<file path="src/hw/rtl/qph_pkg.sv">
// Shared types and constants for the quadratic-probe hash table.
// No dependencies; qph_mod, qph_store and the top level import this package.
package qph_pkg;

	localparam int KEY_W = 32;
	localparam int VAL_W = 32;
	localparam int LEN_W = 11;

	typedef enum logic [1:0] {
		REQ_INSERT = 2'd0,
		REQ_SEARCH = 2'd1,
		REQ_DELETE = 2'd2,
		REQ_NONE   = 2'd3
	} req_type_t;

	typedef enum logic [1:0] {
		STS_OK        = 2'd0,
		STS_NOT_FOUND = 2'd1,
		STS_FULL      = 2'd2,
		STS_RSVD      = 2'd3
	} status_t;

	typedef enum logic [1:0] {
		MARK_EMPTY = 2'd0,
		MARK_USED  = 2'd1,
		MARK_TOMB  = 2'd2,
		MARK_RSVD  = 2'd3
	} mark_t;

	typedef enum logic [2:0] {
		ST_CLEAR,
		ST_IDLE,
		ST_HASH,
		ST_READ,
		ST_CHECK,
		ST_DONE
	} state_t;

	// One slot of the table store.
	typedef struct packed {
		mark_t              mark;
		logic [KEY_W-1:0]   key;
		logic [VAL_W-1:0]   payload;
	} slot_row_t;

	// Handshake between the sequencer and the remainder unit.
	typedef struct packed {
		logic start;
		logic done;
	} mod_ctl_t;

endpackage

</file>
<file path="src/hw/rtl/qph_mod.sv">
// Iterative remainder unit: 32-bit dividend mod an 11-bit divisor,
// two restoring steps per cycle. Depends on qph_pkg.
module qph_mod (
	input  logic                    clk,
	input  logic                    arst_n,
	input  logic                    start,
	input  logic [31:0]             dividend,
	input  logic [10:0]             divisor,
	output logic                    done,
	output logic [10:0]             rem
);
	import qph_pkg::*;

	localparam int STEPS = KEY_W / 2;
	localparam int CW    = $clog2(STEPS);

	logic [KEY_W-1:0] sh_q;
	logic [LEN_W-1:0] rem_q;
	logic [CW-1:0]    cnt_q;
	logic             busy_q;
	logic             done_q;
	logic [LEN_W:0]   t1;
	logic [LEN_W:0]   t2;
	logic [LEN_W-1:0] r1;

	// Two steps: shift in one bit, subtract divisor if it fits; then again with the next bit.
	always_comb begin
		t1 = {rem_q, sh_q[KEY_W-1]};
		if (t1 >= {1'b0, divisor}) t1 = t1 - {1'b0, divisor};
		r1 = t1[LEN_W-1:0];
		t2 = {r1, sh_q[KEY_W-2]};
		if (t2 >= {1'b0, divisor}) t2 = t2 - {1'b0, divisor};
	end

	always_ff @(posedge clk or negedge arst_n) begin
		if (!arst_n) begin
			busy_q <= 1'b0;
			done_q <= 1'b0;
			cnt_q  <= '0;
		end else begin
			done_q <= 1'b0;
			if (start) begin
				busy_q <= 1'b1;
				cnt_q  <= '0;
			end else if (busy_q) begin
				cnt_q <= cnt_q + 1'b1;
				if (cnt_q == CW'(STEPS - 1)) begin
					busy_q <= 1'b0;
					done_q <= 1'b1;
				end
			end
		end
	end

	always_ff @(posedge clk) begin
		if (start) begin
			sh_q  <= dividend;
			rem_q <= '0;
		end else if (busy_q) begin
			sh_q  <= {sh_q[KEY_W-3:0], 2'b00};
			rem_q <= t2[LEN_W-1:0];
		end
	end

	assign done = done_q;
	assign rem  = rem_q;
endmodule

</file>
<file path="config.mk">
export PLATFORM = sky130hd
export DESIGN_NAME = qph_mod
export DESIGN_NICKNAME = d
export VERILOG_FILES = /design/src/hw/rtl/qph_pkg.sv /design/src/hw/rtl/qph_mod.sv
export SDC_FILE = /design/constraint.sdc
export NUM_CORES = 1
export LEC_CHECK = 0
export ABC_AREA = 1
export BUFFER_PORTS_ARGS = -buffer_cell sky130_fd_sc_hd__buf_2
export CAP_MARGIN = 20
export CORE_MARGIN = 1
export CORE_UTILIZATION = 62
export CTS_CLUSTER_SIZE = 24
export DETAILED_ROUTE_END_ITERATION = 8
export GPL_ROUTABILITY_DRIVEN = 0
export PLACE_DENSITY = 0.86
export SYNTH_ARGS = -nofsm -noshare
export SYNTH_HDL_FRONTEND = slang
export SYNTH_SLANG_ARGS = --single-unit
</file>
<file path="constraint.sdc">
create_clock -name clk -period 4.9 [get_ports clk]
set_input_delay 0.245 -clock clk [delete_from_list [all_inputs] [get_ports clk]]
set_output_delay 0.245 -clock clk [all_outputs]
set_load 0.005 [all_outputs]
</file>
# Word-level counts from Yosys, hierarchy flattened
# Cells that the tools add are included.
# totals
reg_bits	49
input_bits	46
output_inout_bits	12
wordCells	24
# classes
addsub	3
magnitude_cmp	2
eq_ne	1
n_mux	12
n_reduce_logical	1
# op_table
op	n
$mux 32	2
$ge 12x11->1	2
$mux 11	2
$sub 11x11->11	2
$mux 4	2
$mux 1	6
$add 4x1->4 const B	1
$eq 4x4->1 const B	1
$reduce_bool 2->1	1

# Depth between registers and ports, before layout
# Gate-level depths: netlist of run 1.
# depth
depth_word	4
depth_mapped	26
mapped_depth_nobuf	24

# Least setup slack after synthesis of run 1
# No wires, ideal clock.
# synth_timing
path_type	register to register
startpoint	register sh_q[31]
endpoint	register rem_q[1], in the netlist rem[1]
arrival_time_ps	2958
t_required_ps	4787
setup_slack_ps	1829
path_stages_with_launch	25
cell_sequence	edfxtp_1 -> inv_1 -> ha_1 -> fa_1 -> inv_1 -> nand3_1 -> nand3_1 -> nand2_1 -> nand4_2 -> buf_6 -> nand2_1 -> nand2_1 -> inv_1 -> ha_1 -> a21oi_1 -> nand2_1 -> nand2_1 -> nand3_1 -> nand2_1 -> nand2_1 -> nor2_2 -> buf_4 -> nand3_1 -> nand3_1 -> nand2_1
# synth_between
elab_chain_cells	4
word_cells_on_any_way	6
classes_between	add/sub: 2; order compare: 2; mux: 2
# synth_lines
item	line	rtl
start: declaration	qph_mod.sv:17	logic [KEY_W-1:0] sh_q;
start signal: assignment	qph_mod.sv:57	sh_q <= dividend;
start signal: assignment	qph_mod.sv:60	sh_q <= {sh_q[KEY_W-3:0], 2'b00};
$sub 11x11->11 / $ge 12x11->1 (equally long branches)	qph_mod.sv:29	if (t1 >= {1'b0, divisor}) t1 = t1 - {1'b0, divisor};
$mux 11 (*)	qph_mod.sv:29	
$sub 11x11->11 / $ge 12x11->1 (equally long branches)	qph_mod.sv:32	if (t2 >= {1'b0, divisor}) t2 = t2 - {1'b0, divisor};
$mux 11 (*)	qph_mod.sv:32	
end signal: assignment	qph_mod.sv:61	rem_q <= t2[LEN_W-1:0];
end: declaration	qph_mod.sv:18	logic [LEN_W-1:0] rem_q;
# Every way passes the cells marked *; elsewhere a longest branch is shown, timed or not.
# A chain may end at the register's enable or synchronous reset.

# Final worst setup path of run 1
# layout_timing
startpoint	register sh_q[31]
endpoint	register rem_q[6], in the netlist rem[6]
# Same word-level chain as after synthesis.

==> flow_summary.toml, run 1 <==
[timing]
worst_pin_slew_ns = 0.825
period_minus_slack_ns = 3.92
hold_viol_final = 0
max_freq_mhz = 255
finalWorstSetupSlack_ns = 0.977
period_share = 0.801
slew_violations = 0
finalClockSkew_ns = 0.0150
finalSetupViolations = 0
setup_tns_ns = 0
rsz0062_at_grt = "no"
slew_headroom = 0.447

[yosys]
syn_inst = 508
seq_area_frac_synth = 0.373
post-synth-top-count-cell = "nand2_1"
synth_top_cells_by_count = "nand2_1, inv_1, nand3_1"
synth.ff_latch_count = 49
syn_area_sq_um = 3570
synth_flop_cell = "edfxtp_1"
syn-num-nets = 579
syn_avg_cell_area_sq_um = 7.02
synthTopCellsByArea = "edfxtp_1, nand2_1, ha_1"
synth_edf_count = 32
synth_top_area_cell = "edfxtp_1"
async_reset_ff_frac = 0.122
synthDistinctLibCells = 32
yosysTopAreaCellShare = 0.269
yosysWarningCount = 0

[routing]
route.detailed.vias_per_inst = 5.38
drt-total-wl_mm = 8.34
wl_per_cell_um = 13.2
num_vias = 3395
drc = 0
drt-initial-drc-count = 282
firstDrtPassIters = 5
detail-route-antenna-nets = 0

[pwr]
swShare = 0.489
p_int_mw = 1.27
power_frac_seq = 0.231
p_clk_frac = 0.120
ir_drop_mv = 0.372
pwr-share-comb = 0.649
cellPowerDensity_nw_per_um2 = 624
p_sw_mw = 1.22
p_leak_nw = 2.23

[grt]
grt_pass1_wl_mm = 14.3
grt_start_max_net_pins = 37
antenna_found_initial = 0
grt.total_usage = 0.299
grt_overflow = 0
grt_pass1_vias = 3274

[clock_tree]
clock_latency_ns = 0.31
numCtsBuffers = 5
cts_tree = "done"
h-tree-depth = 2
cts_buffer_depth = 2
clockRootBuffer = "clkbuf_8"
cts.sink_count = 49
cts_resized = 0
clk_pin_slew_ns = 0.11

[worst_setup_path]
worstPathCellList = "inv_1 -> ha_1 -> fa_1 -> inv_1 -> nand3_1 -> nand3_1 -> nand2_1 -> nand4_2 -> nand2_1 -> nand2_1 -> inv_1 -> ha_1 -> a21oi_1 -> nand2_1 -> nand2_1 -> nand3_1 -> nand2_1 -> nand2_1 -> nor2_2 -> nand3_1 -> nand3_1 -> nand2_1"
cpMostUsedCell = "nand2_1"
crit_type = "reg -> reg"
crit_fanout = 12
required_ns = 5.10
worst_ep_arrival_time_ns = 4.12
cp-start-kind = "flip-flop"
worstSetupEndpointType = "flip-flop"
max_stage_delay_ns = 0.41
critPathSlowestCell = "fa_1"

[floorplanning]
placementRows = 27
core_sq_um = 5540
die_area_sq_um = 6060
pin_count = 58
die_h_um = 77.9
die_x_um = 77.9
initial_utilization = 0.644

[layout]
final_nets = 629
area_growth_pct = 11.8
final_util = 0.720
nFillCells = 447
drive_gt1_frac = 0.134
diodes = 0

[place]
dp_hpwl_mm = 6.43
dp_slack_ns = 1.03
port_buffers = 57

[run_status]
status = "completed"

[min_path]
hold_class = "in -> reg"

[job]
max_cap_violations = 0
-- stage by stage --
stage | instance area, sq um | instances | power [mW] | hold WS, ns
floorplan | 3570 | 508 | 1.87 | -0.0506
global placement | 3870 | 622 | 2.13 | 0.0748
detailed placement | 3870 | 622 | 2.17 | 0.0746
CTS | 3990 | 631 | 2.47 | 0.195
global route | 3990 | 631 | 2.76 | 0.192
finish | 3990 | 631 | 2.49 | 0.191
-- worst paths after layout --
kind	startpoint	slack, ns	cells after the start	endpoint
worst max-delay path	sh_q[31]	0.98	22	rem[6]
worst min-delay path	dividend[28]	0.19	3	sh_q[28]
worst max register to register	sh_q[31]	0.98	22	rem[6]
worst min register to register	cnt_q[3]	0.48	1	cnt_q[3]
max in group asynchronous	arst_n	4.48	2	cnt_q[0]
min in group asynchronous	arst_n	0.28	2	cnt_q[1]
-- cell families (layout without fill, tap and decap cells) --
kind of cell / after synthesis / after routing / synth area share
AND/OR/NAND/NOR: 309 / 309 / 0.365
buffers and inverters: 86 / 137 / 0.0975
flip-flops: 49 / 49 / 0.373
AO/OA/AOI/OAI: 26 / 26 / 0.0407
adder cells (fa/ha/maj): 25 / 25 / 0.0919
XOR/XNOR: 13 / 13 / 0.0319
-- critical path: cells and delay by family, from the launching register on --
family	cells	cell delay, ns
flip-flops	1	0.34
AND/OR/NAND/NOR	15	2.08
buffers and inverters	3	0.22
adder cells (fa/ha/maj)	3	0.94
AO/OA/AOI/OAI	1	0.22
-- sequential cells by signal (all words and copies together) (netlist names) --
register and flops:
sh_q 32, rem 11, cnt_q 4, busy_q 1, done 1
-- area by class of cell --
class,count,area [sq um],area share
clock buffers,5,68.8,0.0173
clock inverters,3,43.8,0.0110
inverters,70,263,0.0659
multi-input cells,373,1890,0.474
flip-flops and latches,49,1330,0.334
well taps,72,90.1,0.0226
repair buffers,59,303,0.0759
-- layout by cell type (no fill, tap or decap), types with 2 or more instances in the layout --
master | netlist | routed
xor2_1 | 6 | 6
nand3_1 | 35 | 35
nand2_1 | 217 | 217
nor3_1 | 2 | 2
fa_1 | 2 | 2
nor2_1 | 26 | 26
ha_1 | 23 | 23
clkbuf_8 | 0 | 5
a21oi_1 | 12 | 12
nand2_2 | 2 | 2
dfrtp_1 | 6 | 6
nand3_2 | 3 | 3
dfxtp_1 | 11 | 11
edfxtp_1 | 32 | 32
nor2_2 | 2 | 2
o21ai_0 | 8 | 8
nand4_1 | 15 | 15
inv_1 | 68 | 68
nand3b_1 | 5 | 5
xnor2_1 | 7 | 7
a21o_1 | 3 | 3
buf_2 | 5 | 57
-- timing repair --
| action | CTS | global route |
|---|---|---|
| hold buffers | 1 | 0 |
| setup buffers | 0 | 0 |
| hold endpoints to repair | 6 | 0 |
-- routing by layer --
| layer | up-vias | share of wire | GRT usage | wire length [um] |
|---|---|---|---|---|
| met5 | - | 0 | 0 | 0 |
| met4 | 0 | 0.043 | 0.151 | 356 |
| met3 | 27 | 0.057 | 0.0400 | 476 |
| met2 | 144 | 0.49 | 0.540 | 4130 |
| met1 | 1510 | 0.41 | 0.345 | 3380 |
| li1 | 1714 | - | - | - |
-- power groups by stage --
stage	registers (mW)	clock network (mW)	logic, mW
finish	0.573	0.299	1.61
CTS	0.573	0.298	1.60
floorplan	0.567	0	1.30
global placement	0.578	0	1.55
detailed placement	0.582	0	1.59
global route	0.582	0.316	1.86
Power figures use the tool's default switching activity.
==> run 2, diff against run 1 <==
- ABC_AREA: 1 -> 0
- CORE_UTILIZATION: 62 -> 57
- PLACE_DENSITY: 0.86 -> 0.81
- clock period: 4.9 -> 4 ns (I/O delays scaled with it)
==> flow_summary.toml, run 2 <==
[routing]
firstDrtPassIters = 5
drc = 0
route.detailed.vias_per_inst = 5.99
num_vias = 2966
drt-initial-drc-count = 207
drt-total-wl_mm = 9.00
wl_per_cell_um = 18.2
detail-route-antenna-nets = 0

[floorplanning]
die_h_um = 78.5
pin_count = 58
placementRows = 27
die_x_um = 78.5
die_area_sq_um = 6170
core_sq_um = 5570
initial_utilization = 0.599

[grt]
grt_pass1_vias = 2796
grt_pass1_wl_mm = 12.6
grt.total_usage = 0.266
antenna_found_initial = 0
grt_overflow = 0
grt_start_max_net_pins = 33

[yosys]
synth.ff_latch_count = 49
async_reset_ff_frac = 0.122
synthTopCellsByArea = "edfxtp_1, mux2_2, ha_1"
yosysTopAreaCellShare = 0.288
syn_area_sq_um = 3340
yosysWarningCount = 0
seq_area_frac_synth = 0.399
synthDistinctLibCells = 53
synth_flop_cell = "edfxtp_1"
synth_edf_count = 32
syn_avg_cell_area_sq_um = 10.5
syn-num-nets = 390
synth_top_area_cell = "edfxtp_1"
post-synth-top-count-cell = "mux2_2"
syn_inst = 319
synth_top_cells_by_count = "mux2_2, edfxtp_1, nor2_1"

[worst_setup_path]
cp-start-kind = "flip-flop"
crit_fanout = 8
reg2reg_setup_slack_ns = -0.08
worst_ep_arrival_time_ns = 4.27
required_ns = 4.20
crit_type = "reg -> reg"
worstSetupEndpointType = "flip-flop"

[layout]
final_util = 0.789
area_growth_pct = 31.8
layout_commonest_cell = "buf_2"
regMostFlops = "sh_q"
drive_gt1_frac = 0.470
finalNonFillerCells = 495
diodes = 0
final_nets = 493
largest_reg_flops = 32
final_cell_mix = "buf_2, buf_4, mux2_2"

[timing]
hold_viol_final = 0
finalWorstSetupSlack_ns = -0.0752
period_minus_slack_ns = 4.08
period_share = 1.02
fin_hold_ws_ns = 0.176
slew_violations = 0
finalClockSkew_ns = 0.0132
rsz0062_at_grt = "yes"
slew_headroom = 0.514
max_freq_mhz = 245
worst_pin_slew_ns = 0.729
finalSetupViolations = 5

[pwr]
p_leak_nw = 1.96
ir_drop_mv = 0.413
p_int_mw = 1.78
cellPowerDensity_nw_per_um2 = 687
p_clk_frac = 0.101
pwr-share-comb = 0.681
swShare = 0.410
p_sw_mw = 1.24
power_frac_seq = 0.218

[place]
dp_hpwl_mm = 5.75
dp.cells = 479
port_buffers = 57
dp_slack_ns = -0.271

[run_status]
status = "finished with violations"
violations = "setup timing"

[min_path]
hold_class = "in -> reg"

[job]
max_cap_violations = 0

[clock_tree]
cts_buffer_depth = 2
clock_latency_ns = 0.31
numCtsBuffers = 5
clockRootBuffer = "clkbuf_8"
h-tree-depth = 2
cts_tree = "done"
clk_pin_slew_ns = 0.10
cts.sink_count = 49
[run 2: cell types whose count changed after synthesis, sizes merged, moves of 6 or more]
cell	delta
o21a	+7
nand4	-13
inv	-51
or3	+6
a211oi	+7
mux2	+37
nand2	-203
nand3	-35
mux2i	+9
[run 2: final cells by class]
| class | count | area, sq um |
|---|---|---|
| timing repair buffer | 106 | 663 |
| sequential | 49 | 1330 |
| multi-input combinational | 242 | 2160 |
| clock inverter | 2 | 13.8 |
| fill | 330 | 1170 |
| clock buffer | 6 | 72.6 |
| tap | 72 | 90.1 |
| inverter | 18 | 67.6 |
[run 2: path summary, 6_finish.rpt]
check | end | start | cells past startpoint
hold / removal | sh_q[0] | dividend[0] | 2
max in group asynchronous | cnt_q[1] | arst_n | 2
setup / recovery | rem[4] | sh_q[31] | 18
setup reg to reg | rem[4] | sh_q[31] | 18
min in group asynchronous | done | arst_n | 2
hold reg to reg | rem[8] | rem[8] | 2
[run 2: power groups by stage]
| stage | logic, mW | registers, mW | clock network (mW) |
|---|---|---|---|
| floorplan | 1.06 | 0.669 | 0 |
| global placement | 1.52 | 0.664 | 0 |
| detailed placement | 1.55 | 0.666 | 0 |
| CTS | 1.63 | 0.656 | 0.310 |
| global route | 2.20 | 0.666 | 0.325 |
| finish | 2.06 | 0.658 | 0.306 |
[run 2: repair_timing]
action | 4_1_cts | 5_1_grt
setup buffers | 1 | 5
pin swaps | 4 | 18
hold endpoints to repair | 6 | 0
resized for setup | 10 | 47
setup endpoints to repair | 11 | 11
cloned | 1 | 0
hold buffers | 1 | 0
[run 2: metrics by stage]
stage	area, sq um	setup TNS (ns)	total power, mW
global route	4400	-1.38	3.20
CTS	4140	0	2.60
floorplan	3360	0	1.73
finish	4400	-0.227	3.03
detailed placement	3990	-1.74	2.22
global placement	3990	-0.00991	2.18
[run 2: cell families after synthesis]
family | count (synthesis) | share of synthesized area
simple gates | 86 | 0.127
compound gates | 70 | 0.152
flops | 49 | 0.399
mux | 46 | 0.152
buf+inv | 29 | 0.0352
fa+ha+maj | 26 | 0.101
xor+xnor | 13 | 0.0341
[run 2: critical path: stages, from the launching register on]
cell,delay [ns]
edfxtp_1,0.39
inv_2,0.06
ha_4,0.16
fa_2,0.38
nor2b_2,0.16
o31a_1,0.26
o21ai_4,0.11
a21o_4,0.26
mux2_2,0.34
ha_4,0.25
nor2_2,0.15
a21oi_4,0.05
o21ai_2,0.16
a221oi_2,0.07
buf_4,0.15
a2111oi_4,0.39
buf_6,0.23
mux2i_2,0.28
a211oi_2,0.10
[run 2: layer usage]
metal,global-route usage,wire length [um],up-vias
li1,-,-,1388
met1,0.332,3660,1416
met2,0.463,4510,124
met3,0.0477,518,38
met4,0.0889,309,0
met5,0,0,-
==> run 3, diff against run 2 <==
- ABC_AREA: 0 -> 1
- CORE_UTILIZATION: 57 -> 52
- PLACE_DENSITY: 0.81 -> 0.77
- clock period: 4 -> 3.55 ns (I/O delays scaled with it)
==> flow_summary.toml, run 3 (same netlist as run 1, synthesis figures left out) <==
[worst_setup_path]
crit_cells = 22
cp-startpoint = "sh_q[31]"
r2r_end = "rem[6]"
worstSetupEndpointType = "flip-flop"
r2r-start = "sh_q[31]"
crit_family = "simple AND/OR/NAND/NOR gates"
max_stage_delay_ns = 0.40
crit_type = "reg -> reg"
cp-endpoint = "rem[6]"
reg2reg_setup_slack_ns = 0.19
worstPathCellList = "inv_1 -> ha_1 -> fa_2 -> inv_1 -> nand3_1 -> nand3_2 -> nand2_1 -> buf_4 -> nand4_1 -> nand2_1 -> inv_1 -> ha_1 -> a21oi_2 -> nand2_1 -> nand2_1 -> nand3_2 -> nand2_1 -> nand2_2 -> nor2_4 -> nand3_1 -> nand3_1 -> nand2_1"
cpMostUsedCell = "nand2_1"
r2r_cells = 22
critPathBufInv = 4
cp-start-kind = "flip-flop"
worst_ep_arrival_time_ns = 3.56
critPathSlowestCell = "edfxtp_1"
required_ns = 3.75
crit_fanout = 11

[timing]
setup_tns_ns = 0
period_minus_slack_ns = 3.36
worst_pin_slew_ns = 0.818
finalClockSkew_ns = 0.00841
period_share = 0.945
finalWorstSetupSlack_ns = 0.194
slew_headroom = 0.453
hold_viol_final = 0
slew_violations = 0
fin_hold_ws_ns = 0.134
max_freq_mhz = 298
finalSetupViolations = 0
rsz0062_at_grt = "no"

[grt]
grt_pass1_wl_mm = 14.7
grt.total_usage = 0.261
grt_overflow = 0
antenna_found_initial = 0
grt_start_max_net_pins = 37
grt_pass1_vias = 3253

[layout]
final_cell_area_sq_um = 4160
final_cell_mix = "nand2_1, inv_1, buf_2"
area_growth_pct = 16.6
layout_commonest_cell = "nand2_1"
regMostFlops = "sh_q"
diodes = 0
final_nets = 644
drive_gt1_frac = 0.171
nFillCells = 596
largest_reg_flops = 32

[clock_tree]
clockRootBuffer = "clkbuf_8"
h-tree-depth = 2
cts_buffer_depth = 2
clock_latency_ns = 0.30
numCtsBuffers = 5
clk_pin_slew_ns = 0.09
postCtsSetupBuffers = 0
cts_tree = "done"
cts.sink_count = 49

[run_status]
status = "finished with violations"
violations = "DRC"

[place]
dp_slack_ns = -0.00886
place_area_sq_um = 3980
dp_hpwl_mm = 7.07
port_buffers = 57

[routing]
drc = 4
num_vias = 3488
wl_per_cell_um = 14.0
route.detailed.vias_per_inst = 5.36
drt-initial-drc-count = 345
detail-route-antenna-nets = 0
drt-total-wl_mm = 9.11
firstDrtPassIters = 7

[floorplanning]
die_h_um = 84.8
pin_count = 58
initial_utilization = 0.549
core_sq_um = 6490
die_x_um = 84.8
placementRows = 29
die_area_sq_um = 7200

[min_path]
hold_class = "in -> reg"

[pwr]
p_leak_nw = 2.31
ir_drop_mv = 0.403
cellPowerDensity_nw_per_um2 = 899
power_mw = 3.74

[job]
max_cap_violations = 0
run 3: metrics by stage:
step,utilization,instances
after floorplan,-,508
after global placement,0.612,641
after detailed placement,0.612,641
after CTS,0.632,650
after global routing,0.641,651
final,0.641,651
run 3: layout make-up:
type                       count  area, sq um  share of cell area
inverter                      70          263              0.0632
multi-input combinational    374         1950               0.469
timing repair buffer          73          408              0.0980
clock buffer                   5         68.8              0.0165
tap                           77         96.3              0.0232
clock inverter                 3         41.3             0.00992
sequential                    49         1330               0.320
run 3: what timing repair did:
action / CTS / global route
pin swaps: 0 / 4
gates resized for setup: 1 / 14
hold buffers: 1 / 0
setup endpoints to repair: 10 / 11
endpoints found under the hold margin: 6 / 0
cloned: 0 / 1
run 3: where the power goes:
| group | switching [mW] | internal, mW |
|---|---|---|
| Combinational | 1.62 | 0.953 |
| Sequential | 0.0665 | 0.710 |
| Clock | 0.185 | 0.208 |
run 3: worst min-delay path by stage:
stage                      startpoint        to  cells after the start
after CTS                 dividend[0]   sh_q[0]                      3
after global placement         arst_n  cnt_q[3]                      1
final                     dividend[0]   sh_q[0]                      3
after global routing      dividend[0]   sh_q[0]                      3
after floorplan                arst_n    busy_q                      0
after detailed placement       arst_n  cnt_q[3]                      1
run 3: worst reg2reg max path, stage by stage, from the launching register on:
cell and delay, ns:
edfxtp_1 0.40, inv_1 0.10, ha_1 0.19, fa_2 0.22, inv_1 0.06, nand3_1 0.07
nand3_2 0.10, nand2_1 0.15, buf_4 0.21, nand4_1 0.11, nand2_1 0.11, inv_1 0.05
ha_1 0.35, a21oi_2 0.23, nand2_1 0.09, nand2_1 0.08, nand3_2 0.10, nand2_1 0.10
nand2_2 0.10, nor2_4 0.17, nand3_1 0.10, nand3_1 0.10, nand2_1 0.06
run 3: routing by layer:
metal / up-vias / share of wire / track usage
met1: 1547 / 0.43 / 0.344
met3: 36 / 0.068 / 0.0486
li1: 1750 / - / -
met4: 0 / 0.041 / 0.105
met2: 155 / 0.47 / 0.428
met5: - / 0 / 0
